### src/sv/tbfa_pkg.sv
`default_nettype none

package tbfa_pkg;

  // Frame geometry; the averaging shift needs a power-of-two frame length
  localparam int FRAME_LEN   = 64;
  localparam int NUM_SLOTS   = 3;
  localparam int SAMPLE_W    = 16;
  localparam int POS_W       = $clog2(FRAME_LEN);
  localparam int SLOT_W      = 2;
  localparam int STORE_DEPTH = NUM_SLOTS * 2 * FRAME_LEN;
  localparam int ADDR_W      = SLOT_W + 1 + POS_W;
  localparam int SUM_W       = SAMPLE_W + POS_W;
  localparam int FRAME_SHIFT = POS_W;

  // Channel index inside a slot
  localparam logic CH_LEFT  = 1'b0;
  localparam logic CH_RIGHT = 1'b1;

  // Input word
  typedef struct packed {
    logic                       cmd;
    logic signed [SAMPLE_W-1:0] left_in;
    logic signed [SAMPLE_W-1:0] right_in;
  } sample_t;

  // Result word
  typedef struct packed {
    logic signed [SAMPLE_W-1:0] left_out;
    logic signed [SAMPLE_W-1:0] right_out;
    logic                       ready_flag;
    logic                       overrun_out;
    logic                       frame_end;
  } result_t;

  // Input command codes
  localparam logic CMD_SAMPLE  = 1'b0;
  localparam logic CMD_PROCESS = 1'b1;

  // Datapath operations
  typedef enum logic [2:0] {
    DP_NOP,
    DP_CLEAR,
    DP_XCH_L,
    DP_XCH_R,
    DP_CAP_R,
    DP_SUM,
    DP_WRITE_AVG,
    DP_PROC_DONE
  } dp_op_e;

  // Controller to datapath command bundle
  typedef struct packed {
    dp_op_e            op;
    logic [ADDR_W-1:0] idx;
    logic              chan;
    logic              acc_clr;
    logic              acc_en;
    logic              load_in;
    logic              out_load;
  } dp_cmd_t;

endpackage

`default_nettype wire

### src/sv/tbfa_ctrl.sv
`default_nettype none

module tbfa_ctrl import tbfa_pkg::*; (
  input  wire     clk_i,
  input  wire     rst_ni,
  input  wire     in_valid_i,
  input  wire     in_cmd_i,
  output logic    in_stall_o,
  output logic    out_valid_o,
  input  wire     out_stall_i,
  output dp_cmd_t cmd_o
);

  localparam logic [3:0] S_CLEAR    = 4'd0;
  localparam logic [3:0] S_IDLE     = 4'd1;
  localparam logic [3:0] S_XCH_L    = 4'd2;
  localparam logic [3:0] S_XCH_R    = 4'd3;
  localparam logic [3:0] S_XCH_C    = 4'd4;
  localparam logic [3:0] S_SUM      = 4'd5;
  localparam logic [3:0] S_SUM_LAST = 4'd6;
  localparam logic [3:0] S_AVG      = 4'd7;
  localparam logic [3:0] S_PROC_END = 4'd8;
  localparam logic [3:0] S_FINISH   = 4'd9;

  logic [3:0]        state_q, state_d;
  logic [ADDR_W-1:0] cnt_q, cnt_d;
  logic              chan_q, chan_d;
  logic              out_valid_q, out_valid_d;
  logic              out_free, cnt_pos_last;

  assign out_free     = !out_valid_q || !out_stall_i;
  assign cnt_pos_last = (cnt_q[POS_W-1:0] == POS_W'(FRAME_LEN - 1));

  // Sequence clear, exchange and averaging passes
  always_comb begin
    state_d        = state_q;
    cnt_d          = cnt_q;
    chan_d         = chan_q;
    out_valid_d    = out_valid_q && out_stall_i;
    cmd_o          = '0;
    cmd_o.op       = DP_NOP;
    cmd_o.idx      = cnt_q;
    cmd_o.chan     = chan_q;
    case (state_q)
      S_CLEAR: begin
        cmd_o.op = DP_CLEAR;
        cnt_d    = cnt_q + ADDR_W'(1);
        if (cnt_q == ADDR_W'(STORE_DEPTH - 1)) begin
          state_d = S_IDLE;
        end
      end
      S_IDLE: begin
        if (in_valid_i) begin
          cmd_o.load_in = 1'b1;
          cnt_d         = '0;
          chan_d        = CH_LEFT;
          state_d       = (in_cmd_i == CMD_PROCESS) ? S_SUM : S_XCH_L;
        end
      end
      S_XCH_L: begin
        cmd_o.op = DP_XCH_L;
        state_d  = S_XCH_R;
      end
      S_XCH_R: begin
        cmd_o.op = DP_XCH_R;
        state_d  = S_XCH_C;
      end
      S_XCH_C: begin
        cmd_o.op = DP_CAP_R;
        state_d  = S_FINISH;
      end
      S_SUM: begin
        cmd_o.op      = DP_SUM;
        cmd_o.acc_clr = (cnt_q == '0);
        cmd_o.acc_en  = (cnt_q != '0);
        if (cnt_pos_last) begin
          cnt_d   = '0;
          state_d = S_SUM_LAST;
        end else begin
          cnt_d = cnt_q + ADDR_W'(1);
        end
      end
      S_SUM_LAST: begin
        cmd_o.acc_en = 1'b1;
        state_d      = S_AVG;
      end
      S_AVG: begin
        cmd_o.op = DP_WRITE_AVG;
        if (cnt_pos_last) begin
          cnt_d = '0;
          if (chan_q == CH_RIGHT) begin
            state_d = S_PROC_END;
          end else begin
            chan_d  = CH_RIGHT;
            state_d = S_SUM;
          end
        end else begin
          cnt_d = cnt_q + ADDR_W'(1);
        end
      end
      S_PROC_END: begin
        cmd_o.op = DP_PROC_DONE;
        state_d  = S_FINISH;
      end
      S_FINISH: begin
        if (out_free) begin
          cmd_o.out_load = 1'b1;
          out_valid_d    = 1'b1;
          state_d        = S_IDLE;
        end
      end
      default: begin
        state_d = S_IDLE;
      end
    endcase
  end

  always_ff @(posedge clk_i or negedge rst_ni) begin
    if (!rst_ni) begin
      state_q     <= S_CLEAR;
      cnt_q       <= '0;
      chan_q      <= CH_LEFT;
      out_valid_q <= 1'b0;
    end else begin
      state_q     <= state_d;
      cnt_q       <= cnt_d;
      chan_q      <= chan_d;
      out_valid_q <= out_valid_d;
    end
  end

  assign in_stall_o  = (state_q != S_IDLE);
  assign out_valid_o = out_valid_q;

endmodule

`default_nettype wire

### config.mk
export PLATFORM = sky130hd
export DESIGN_NAME = tbfa_ctrl
export DESIGN_NICKNAME = d
export VERILOG_FILES = /design/src/sv/tbfa_pkg.sv /design/src/sv/tbfa_ctrl.sv
export SDC_FILE = /design/constraint.sdc
export NUM_CORES = 1
export LEC_CHECK = 0
export BUFFER_PORTS_ARGS = -buffer_cell sky130_fd_sc_hd__clkbuf_2
export CAP_MARGIN = 20
export CORE_UTILIZATION = 32
export DETAILED_ROUTE_END_ITERATION = 10
export SETUP_SLACK_MARGIN = 0.15
export SYNTH_ARGS = -nofsm -noshare
export SYNTH_HDL_FRONTEND = slang
export SYNTH_SLANG_ARGS = --single-unit
### constraint.sdc
create_clock -name clk_i -period 2.1 [get_ports clk_i]
set_input_delay 0.315 -clock clk_i [delete_from_list [all_inputs] [get_ports clk_i]]
set_output_delay 0.315 -clock clk_i [all_outputs]
set_load 0.01 [all_outputs]
Word level (Yosys, flattened, before mapping)
Cells that the tools add are included.
W data, S select, Z words.
{ "word_totals": {"register_bits": 15, "input_bits": 5, "out_inout_bits": 19, "wordCells": 59} }
{ "op_classes": {"n_addsub": 1, "n_eq_ne": 17, "n_mux": 23, "reduce_logical": 14} }
{ "ops": {"columns": ["op", "n"], "rows": [
  ["$pmux W4 S9", 1],
  ["$pmux W9 S3", 1],
  ["$mux W4", 6],
  ["$pmux W3 S7", 1],
  ["$mux W9", 2],
  ["$eq A4 B3 Y1 const B", 4],
  ["$ne A2 B2 Y1 const B", 5],
  ["$add A9 B1 Y9 const B", 1],
  ["$eq A9 B9 Y1 const B", 1],
  ["$logic_not A9 Y1", 1],
  ["$mux W1", 9],
  ["$reduce_bool A9 Y1", 1],
  ["$eq A4 B2 Y1 const B", 2],
  ["$eq A4 B4 Y1 const B", 2],
  ["$eq A6 B6 Y1 const B", 1],
  ["$reduce_and A5 Y1", 1],
  ["$eq A4 B1 Y1 const B", 1],
  ["$logic_not A4 Y1", 1],
  ["$ne A4 B1 Y1 const B", 1],
  ["$pmux W1 S2", 2],
  ["$reduce_or A2 Y1", 2],
  ["$mux W3", 1],
  ["$reduce_and A3 Y1", 1],
  ["$reduce_bool A3 Y1", 1],
  ["5 further kinds", 6]
]} }

Depth between registers and ports, before layout
Gate-level depths: netlist of run 1.
{ "depth": {"ltp_word": 4, "depth_mapped": 6, "mapped_depth_nobuf": 6} }

Least setup slack after synthesis of run 1
Ideal clock, no wire load.
{ "synth_timing": {"kind": "reg-to-output", "start": "register cnt_q[0]", "end": "output cmd_o[3] (netlist bit)", "t_arrival_ns": 1.283, "required_time_ns": 1.785, "slack_ns": 0.502, "stages_incl_launch_ff": 6, "n_path_buf": 0, "cell_sequence": "dfrtp_1 inv_1 ha_1 nor4b_1 nand2_1 nor3_1"} }
{ "synth_lines": {"columns": ["element", "line", "text"], "rows": [
  ["start, declared", "tbfa_ctrl.sv:26", "logic [ADDR_W-1:0] cnt_q, cnt_d;"],
  ["start signal, assigned", "tbfa_ctrl.sv:126", "cnt_q <= cnt_d;"],
  ["end, declared", "tbfa_ctrl.sv:11", "output dp_cmd_t cmd_o"]
]} }

==> results of run 1 <==
## power groups by stage
stage | clock, mW | combinational, mW | sequential (mW)
after floorplan | 0 | 0.723 | 0.511
after global placement | 0 | 0.937 | 0.581
after detailed placement | 0 | 0.949 | 0.591
after CTS | 0.182 | 1.02 | 0.569
after global routing | 0.197 | 1.39 | 0.541
final | 0.182 | 1.25 | 0.530
## cell type report
class	count	share of cell area, %
multi-input cells	101	47.0
repair buffers	40	17.3
inverters	9	2.41
clock inverters	1	0.357
flip-flops and latches	15	27.4
well taps	44	3.93
clock buffers	3	1.61
## cell usage after synthesis, types with 2 or more instances
master,number
a21oi_1,17
dfrtp_1,15
nand2_1,15
inv_1,9
o31ai_1,8
nor2_1,6
or4_1,6
nand2b_1,5
nand3_1,4
o21ai_0,4
clkbuf_1,3
a22oi_1,2
ha_1,2
nand3b_1,2
nand4_1,2
nor3_1,2
nor4_1,2
o211ai_1,2
or3_1,2
## through the flow
stage	cells	util, %
2_1_floorplan	132	-
3_3_place_gp	196	39.7
3_5_place_dp	196	39.7
4_1_cts	203	42.0
5_1_grt	213	45.2
6_report	213	45.2
## worst max-delay path, delay by kind of cell (launching register included)
kind,cells,cell delay [ns]
adders and majority gates,1,0.14
buffers and inverters,2,0.20
DFF,1,0.45
and+or+nand+nor,2,0.26
AOI/OAI and AO/OA,2,0.23
## kinds of logic (layout without fill, tap and decap cells)
| group | after synthesis | count (layout) | synth area share, % |
|---|---|---|---|
| buffers and inverters | 16 | 53 | 6.77 |
| adder cells (fa/ha/maj) | 2 | 2 | 2.34 |
| flip-flops | 15 | 15 | 35.0 |
| AND/OR/NAND/NOR | 54 | 54 | 28.4 |
| AO/OA/AOI/OAI | 44 | 44 | 26.6 |
| XOR/XNOR | 1 | 1 | 0.818 |
## worst min path at each step
stage / end / cells past startpoint
2_1_floorplan: chan_q$_DFFE_PN0P_ / 0
3_3_place_gp: cnt_q[5]$_DFFE_PN0P_ / 1
3_5_place_dp: cnt_q[5]$_DFFE_PN0P_ / 1
4_1_cts: out_valid_o$_DFF_PN0_ / 3
5_1_grt: out_valid_o$_DFF_PN0_ / 3
6_report: out_valid_o$_DFF_PN0_ / 3
## what timing repair did
action | 4_1_cts | 5_1_grt
pin swaps | 0 | 1
hold endpoints to repair | 15 | 0
setup buffers | 2 | 10
setup endpoints to repair | 3 | 5
resized for setup | 6 | 9
hold buffers | 1 | 0
## registers in the layout (all words and copies together) (netlist names)
| register | count |
|---|---|
| chan_q | 1 |
| cnt_q | 9 |
| out_valid_o | 1 |
| state_q | 4 |
## routing by layer
metal	share of wire (%)	global-route usage [%]	wire length (um)
met5	0	0	0
met2	48	29.7	1450
met1	47	23.5	1420
met4	0.50	2.99	15
met3	4.5	4.11	137
==> impl_metrics.yaml, run 1 <==
outcome:
  run_status: "completed"
route:
  wirelength_um: 3020
  drt_iter0_markers: 43
  via_count: 1158
  drc: 0
  first_pass_iters: 4
  viasPerCell: 5.44
  antenna_left: 0
  routedWlPerCell_um: 14.2
synthesis:
  syn_nets: 139
  synthTopCellsByArea: "dfrtp_1 (35%), a21oi_1 (7.9%), o31ai_1 (5.6%), nand2_1 (5.3%), or4_1 (4.2%)"
  synth-seq-cells: 15
  syn_inst: 132
  yosysWarningCount: 0
  synthArstFlopShare_pct: 100
  synth.distinct_cells: 43
  ys_seq_area_share_pct: 35.0
  netlist_area_sq_um: 1070
  yosysTopAreaCellShare_pct: 35.0
  synth_ff_type: "dfrtp_1"
  postSynthAreaPerCell_sq_um: 8.11
  synth_top_area_cell: "dfrtp_1"
  synth_edf_count: 0
flow_run:
  cap_violations: 0
grt:
  grt_util_all_layers_pct: 17.7
  grt_overflow_total: 0
  antenna_found_initial: 0
  grt_max_degree: 17
  first_global_vias: 1005
  grt_first_pass_wirelength_um: 4720
setup_path:
  cp_data_required_time_ns: 1.78
  setup.worst_path.start: "cnt_q[0]$_DFFE_PN0P_"
  cpMostUsedCell: "a21oi_1"
  crit_path_end: "cmd_o[2]"
  slowest_delay_ns: 0.45
  worstReg2RegEnd: "cnt_q[6]$_DFFE_PN0P_"
  startpoint_type: "register"
  r2r-start: "state_q[2]$_DFFE_PN0P_"
  cp_slowest_cell: "dfrtp_2"
  arrival_ns: 1.57
  end_kind: "output port"
  r2r_slack_ns: 0.24
  path_cells: "inv_2 -> ha_1 -> nor4b_4 -> a21oi_1 -> a21oi_1 -> nor2_1 -> buf_2"
  worstSetupPathType: "reg2out"
  r2r_cells: 5
  crit_path_max_fanout: 5
layout:
  fill_cells: 326
  seq_area_sq_um: 384
  mostFrequentLayoutCells: "clkbuf_2 (23), a21oi_1 (17), nand2_1 (15), buf_4 (15)"
  fin_area_sq_um: 1400
  final_common_cell: "clkbuf_2"
  final_layout_size_suffix_gt1_share_pct: 33.7
  syn_to_final_growth_pct: 30.8
  multi_input_area_sq_um: 658
  antennaDiodeCount: 0
  nNetsFinal: 177
timing:
  hold-worst-slack_ns: 0.282
  fin_crit_sh_pct: 89.8
  postLayoutSetupSlackWorst_ns: 0.213
  final-setup-viol-count: 0
  drv_slew: 0
  final.setup.tns_ns: 0
  max_freq_mhz: 530
  worst_slew_margin_rel_pct: 71.8
  rsz0062_at_grt: "yes"
  period_minus_slack_ns: 1.89
  hold_violations: 0
  worst_slew_pin_slew_ns: 0.419
  fin_worst_skew_ns: 0.00722
hold_path:
  hold_class: "in2reg"
  worstHoldStart: "out_stall_i"
floorplanning:
  coreArea_sq_um: 3100
  start_util_pct: 34.5
  die_area_sq_um: 3580
  io_pins: 24
  dieHeight_um: 59.9
  fp.dieW_um: 59.9
  rows: 20
clock_network:
  cts_tree: "built"
  clkLatencyLatePin_ns: 0.30
  clock-root-buffer: "clkbuf_4"
  htree_levels: 1
  cts.clk_slew.worst_paths_ns: 0.11
  cts.sink_count: 15
  clockBufferDepth: 2
  cts_made_buffers: 3
pwr:
  powerDensity_nw_per_um2: 1400
  irDropWorstVdd_uv: 631
  power.leakage_nw: 0.641
  total_power_mw: 1.97
  comb_power_share_pct: 63.7
  power_switching_mw: 0.920
  p_seq_share_pct: 27.0
  swShare_pct: 46.8
  p_int_mw: 1.05
  p_clk_share_pct: 9.3
placed_design:
  dp_hpwl_um: 2000
  io_buffers: 23
  place_worst_setup_slack_ns: 0.247
  place_area_sq_um: 1230
  place_congestion: 0.836
Power figures use the tool's default switching activity.
==> run 2: changes to the inputs <==
ABC_AREA = 1   (was not set)
==> impl_metrics.yaml, run 2 <==
outcome:
  run_status: "completed"
synthesis:
  ys_seq_area_share_pct: 34.0
  synthArstFlopShare_pct: 100
  synth_top_area_cell: "dfrtp_1"
  yosysTopAreaCellShare_pct: 34.0
  synth_ff_type: "dfrtp_1"
  synth.distinct_cells: 22
  postSynthAreaPerCell_sq_um: 6.49
  synthTopCellsByArea: "dfrtp_1 (34%), nand2_1 (19%), inv_1 (9.9%), nand3_1 (6.8%), nor2_1 (6.1%)"
  yosysMostFrequentCell: "nand2_1"
  netlist_area_sq_um: 1100
  netlist_top_cells_count: "nand2_1 (55), inv_1 (29), nor2_1 (18)"
  synth-seq-cells: 15
  syn_nets: 177
  yosysWarningCount: 0
  syn_inst: 170
  synth_edf_count: 0
pwr:
  power.leakage_nw: 0.767
  total_power_mw: 1.76
  powerDensity_nw_per_um2: 1340
  irDropWorstVdd_uv: 548
floorplanning:
  coreArea_sq_um: 3150
  dieHeight_um: 60.7
  rows: 20
  die_area_sq_um: 3690
  fp.dieW_um: 60.7
  io_pins: 24
  start_util_pct: 35.0
grt:
  grt_max_degree: 16
  grt_overflow_total: 0
  antenna_found_initial: 0
  first_global_vias: 1044
  grt_util_all_layers_pct: 15.8
  grt_first_pass_wirelength_um: 4260
placed_design:
  dp_hpwl_um: 2080
  io_buffers: 23
  place_congestion: 0.875
clock_network:
  cts_tree: "built"
  cts.clk_slew.worst_paths_ns: 0.09
  clockBufferDepth: 2
  clock-root-buffer: "clkbuf_4"
  htree_levels: 1
  cts_made_buffers: 3
  cts.sink_count: 15
  clkLatencyLatePin_ns: 0.29
  cts_setup_buffers: 0
timing:
  worst_slew_margin_rel_pct: 75.2
  rsz0062_at_grt: "yes"
  final.setup.tns_ns: 0
  max_freq_mhz: 534
  period_minus_slack_ns: 1.87
  fin_worst_skew_ns: 0.000337
  hold-worst-slack_ns: 0.251
  fin_crit_sh_pct: 89.3
  final-setup-viol-count: 0
  hold_violations: 0
  worst_slew_pin_slew_ns: 0.371
  drv_slew: 0
route:
  first_pass_iters: 5
  via_count: 1114
  wirelength_um: 2580
  routedWlPerCell_um: 10.7
  viasPerCell: 4.62
  drc: 0
  drt_iter0_markers: 36
  antenna_left: 0
layout:
  mostFrequentLayoutCells: "nand2_1 (55), inv_1 (29), clkbuf_2 (23)"
  antennaDiodeCount: 0
  final_common_cell: "nand2_1"
  top_regs: "cnt_q (9), state_q (4)"
  fill_cells: 374
  regMostFlops: "cnt_q"
  largest_reg_flops: 9
  final_layout_size_suffix_gt1_share_pct: 18.8
  syn_to_final_growth_pct: 19.0
  nNetsFinal: 205
setup_path:
  end_kind: "output port"
  cpMostUsedCell: "nand2_1"
  startpoint_type: "register"
  cp_data_required_time_ns: 1.78
  arrival_ns: 1.56
  path_buf_inv: 2
  crit_path_max_fanout: 5
  cp_slowest_cell: "dfrtp_1"
  slowest_delay_ns: 0.43
  path_cells: "inv_1 -> ha_1 -> nand2_1 -> nor3_2 -> nand4_1 -> nand2_1 -> o21ai_0 -> clkbuf_2"
  worstSetupPathType: "reg2out"
  worst_path_dominant_cell_family: "flip-flops"
flow_run:
  cap_violations: 0
hold_path:
  hold_class: "in2reg"
run 2: cell type report:
| class | count | area [sq um] | area share (%) |
|---|---|---|---|
| repair buffers | 24 | 125 | 9.52 |
| well taps | 44 | 55.1 | 4.19 |
| clock inverters | 1 | 5.00 | 0.381 |
| clock buffers | 3 | 22.5 | 1.71 |
| multi-input cells | 124 | 618 | 47.0 |
| inverters | 30 | 113 | 8.57 |
| flip-flops and latches | 15 | 375 | 28.6 |
run 2: worst reg2reg max path: cells and delay by family, from the launching register on:
family	cells	cell delay (ns)
adder cells (fa/ha/maj)	1	0.23
flip-flops	1	0.42
AND/OR/NAND/NOR	4	0.72
AO/OA/AOI/OAI	1	0.12
run 2: logic make-up (layout without fill, tap and decap cells):
logic type | count (synthesis) | after routing | share of synthesized area [%]
buf+inv | 31 | 58 | 10.9
simple gates | 101 | 101 | 40.8
xor+xnor | 4 | 4 | 3.18
fa+ha+maj | 2 | 2 | 2.27
compound gates | 17 | 17 | 8.84
flops | 15 | 15 | 34.0
run 2: final timing paths:
path / start / end / slack (ns) / cells after the start
setup / recovery: cnt_q[0]$_DFFE_PN0P_ / cmd_o[2] / 0.23 / 8
hold / removal: out_stall_i / out_valid_o$_DFF_PN0_ / 0.25 / 3
setup reg to reg: cnt_q[1]$_DFFE_PN0P_ / state_q[0]$_DFFE_PN0P_ / 0.49 / 6
hold reg to reg: out_valid_o$_DFF_PN0_ / out_valid_o$_DFF_PN0_ / 0.51 / 2
max in group asynchronous: rst_ni / out_valid_o$_DFF_PN0_ / 1.37 / 2
min in group asynchronous: rst_ni / cnt_q[7]$_DFFE_PN0P_ / 0.46 / 2
run 2: per-stage QoR:
stage | setup WS, ns | instances | area (sq um) | utilization [%]
after floorplan | 0.670 | 170 | 1100 | -
after global placement | 0.485 | 236 | 1270 | 40.2
after detailed placement | 0.503 | 236 | 1270 | 40.2
after CTS | 0.187 | 241 | 1300 | 41.3
after global routing | 0.115 | 241 | 1310 | 41.7
final | 0.226 | 241 | 1310 | 41.7
run 2: layer usage:
metal	track usage (%)	vias to the layer above	routed length [um]
li1	-	587	-
met1	20.3	492	1240
met2	25.9	30	1190
met3	2.35	5	107
met4	7.79	0	46
met5	0	-	0
run 2: timing repair:
item                                    in CTS  in global routing
hold endpoints to repair                    15                  0
endpoints found under the setup margin       0                  4
hold buffers                                 1                  0
resized for setup                            0                  2
run 2: power by group:
group / leakage [nW] / internal [mW] / switching, mW
sequential: 0.200 / 0.363 / 0.0976
combinational: 0.550 / 0.370 / 0.760
clock: 0.0177 / 0.0709 / 0.0958
total: 0.767 / 0.804 / 0.953
==> run 3: changes to the inputs <==
ABC_AREA = not set   (was 1)
CAP_MARGIN = not set   (was 20)
CORE_UTILIZATION = 45   (was 32)
PLACE_DENSITY = 0.68   (was not set)
==> impl_metrics.yaml, run 3 (synthesis results as in run 1) <==
grt:
  met3_usage_pct: 3.03
  grt_first_pass_wirelength_um: 4410
  antenna_found_initial: 0
  grt_overflow_total: 0
  grt_max_degree: 16
  grt_util_all_layers_pct: 22.6
  gr-usage-met2_pct: 37.3
  top_usage_layer: "met2"
  first_global_vias: 995
  use_met1_pct: 29.4
timing:
  rsz0062_at_grt: "yes"
  worst_slew_pin_slew_ns: 0.448
  hold_violations: 0
  max_freq_mhz: 528
  final-setup-viol-count: 0
  fin_worst_skew_ns: 0.00735
  drv_slew: 0
  worst_slew_margin_rel_pct: 69.9
  postLayoutSetupSlackWorst_ns: 0.207
  period_minus_slack_ns: 1.89
  fin_crit_sh_pct: 90.1
  final.setup.tns_ns: 0
clock_network:
  cts_tree: "built"
  cts_made_buffers: 3
  cts.sink_count: 15
  htree_levels: 1
  clkLatencyLatePin_ns: 0.29
  clock-root-buffer: "clkbuf_4"
  clockBufferDepth: 2
  cts.clk_slew.worst_paths_ns: 0.09
placed_design:
  place_worst_setup_slack_ns: 0.312
  dp_hpwl_um: 1960
  place_congestion: 0.841
  place_area_sq_um: 1230
  io_buffers: 23
setup_path:
  path_buf_inv: 2
  end_kind: "output port"
  cp_data_required_time_ns: 1.78
  slowest_delay_ns: 0.43
  startpoint_type: "register"
  path_cells: "inv_1 -> ha_1 -> nor4b_4 -> a21oi_2 -> a21oi_2 -> nor2_1 -> clkbuf_2"
  cpMostUsedCell: "a21oi_2"
  worst_path_dominant_cell_family: "flip-flops"
  arrival_ns: 1.58
  crit_path_max_fanout: 4
  worstSetupPathType: "reg2out"
  cp_slowest_cell: "dfrtp_2"
pwr:
  power.leakage_nw: 0.651
  powerDensity_nw_per_um2: 1420
  irDropWorstVdd_uv: 851
layout:
  largest_reg_flops: 9
  final_layout_size_suffix_gt1_share_pct: 32.5
  regMostFlops: "cnt_q"
  syn_to_final_growth_pct: 31.2
  antennaDiodeCount: 0
  mostFrequentLayoutCells: "clkbuf_2 (22), nand2_1 (15), a21oi_1 (15), buf_4 (15), dfrtp_1 (10)"
  final_common_cell: "clkbuf_2"
  fin_area_sq_um: 1410
  nNetsFinal: 177
  top_regs: "cnt_q (9), state_q (4)"
route:
  drt_iter0_markers: 27
  antenna_left: 0
  via_count: 1174
  routedWlPerCell_um: 14.5
  wirelength_um: 2850
  drc: 0
  first_pass_iters: 4
  viasPerCell: 5.96
floorplanning:
  die_area_sq_um: 2580
  coreArea_sq_um: 2230
  io_pins: 24
  start_util_pct: 48.0
  dieHeight_um: 50.8
  fp.dieW_um: 50.8
  rows: 17
flow_run:
  cap_violations: 0
outcome:
  run_status: "completed"
hold_path:
  hold_class: "in2reg"
-- run 3: power breakdown --
group | leakage [nW] | switching [mW] | total (mW) | internal [mW]
registers | 0.184 | 0.135 | 0.519 | 0.384
clock network | 0.0150 | 0.0949 | 0.169 | 0.0738
logic | 0.452 | 0.686 | 1.31 | 0.626
total | 0.651 | 0.916 | 2.00 | 1.08
-- run 3: what timing repair did --
| item | CTS | global route |
|---|---|---|
| hold endpoints to repair | 15 | 0 |
| buffers inserted | 1 | 9 |
| gates resized for setup | 4 | 11 |
| hold buffers | 1 | 0 |
| setup endpoints to repair | 3 | 5 |
-- run 3: path summary, 6_finish.rpt --
check                      cells after the start  slack, ns                     end                   start
max                                            7       0.21                cmd_o[2]    cnt_q[1]$_DFFE_PN0P_
min reg2reg                                    1       0.55    cnt_q[1]$_DFFE_PN0P_    cnt_q[1]$_DFFE_PN0P_
max in group asynchronous                      2       1.32  state_q[3]$_DFFE_PN0P_                  rst_ni
min                                            3       0.29   out_valid_o$_DFF_PN0_             out_stall_i
max reg2reg                                    4       0.30  state_q[3]$_DFFE_PN0P_  state_q[0]$_DFFE_PN0P_
min in group asynchronous                      2       0.47    cnt_q[6]$_DFFE_PN0P_                  rst_ni
-- run 3: cell type report --
class,count,area [sq um]
inverters,9,33.8
well taps,28,35.0
flip-flops and latches,15,382
multi-input cells,101,671
clock buffers,4,26.3
fillers,209,828
repair buffers,40,258
-- run 3: through the flow --
step	util, %	hold WS [ns]	total power, mW	std cells
6_report	62.9	0.286	2.00	197
5_1_grt	62.9	0.298	2.17	197
4_1_cts	57.4	0.287	1.75	188
3_5_place_dp	55.0	0.254	1.56	182
3_3_place_gp	55.0	0.249	1.53	182
2_1_floorplan	-	0.0194	1.23	132
-- run 3: tightest hold or removal path: stages --
cell and delay, ns:
clkbuf_2 0.10, nand2_1 0.06, nand2_1 0.06
-- run 3: routing by layer --
metal | part of all wire, % | wire (um) | vias up
li1 | - | - | 566
met1 | 46 | 1300 | 569
met2 | 50 | 1430 | 33
met3 | 3.2 | 92 | 6
met4 | 1.0 | 29 | 0
met5 | 0 | 0 | -
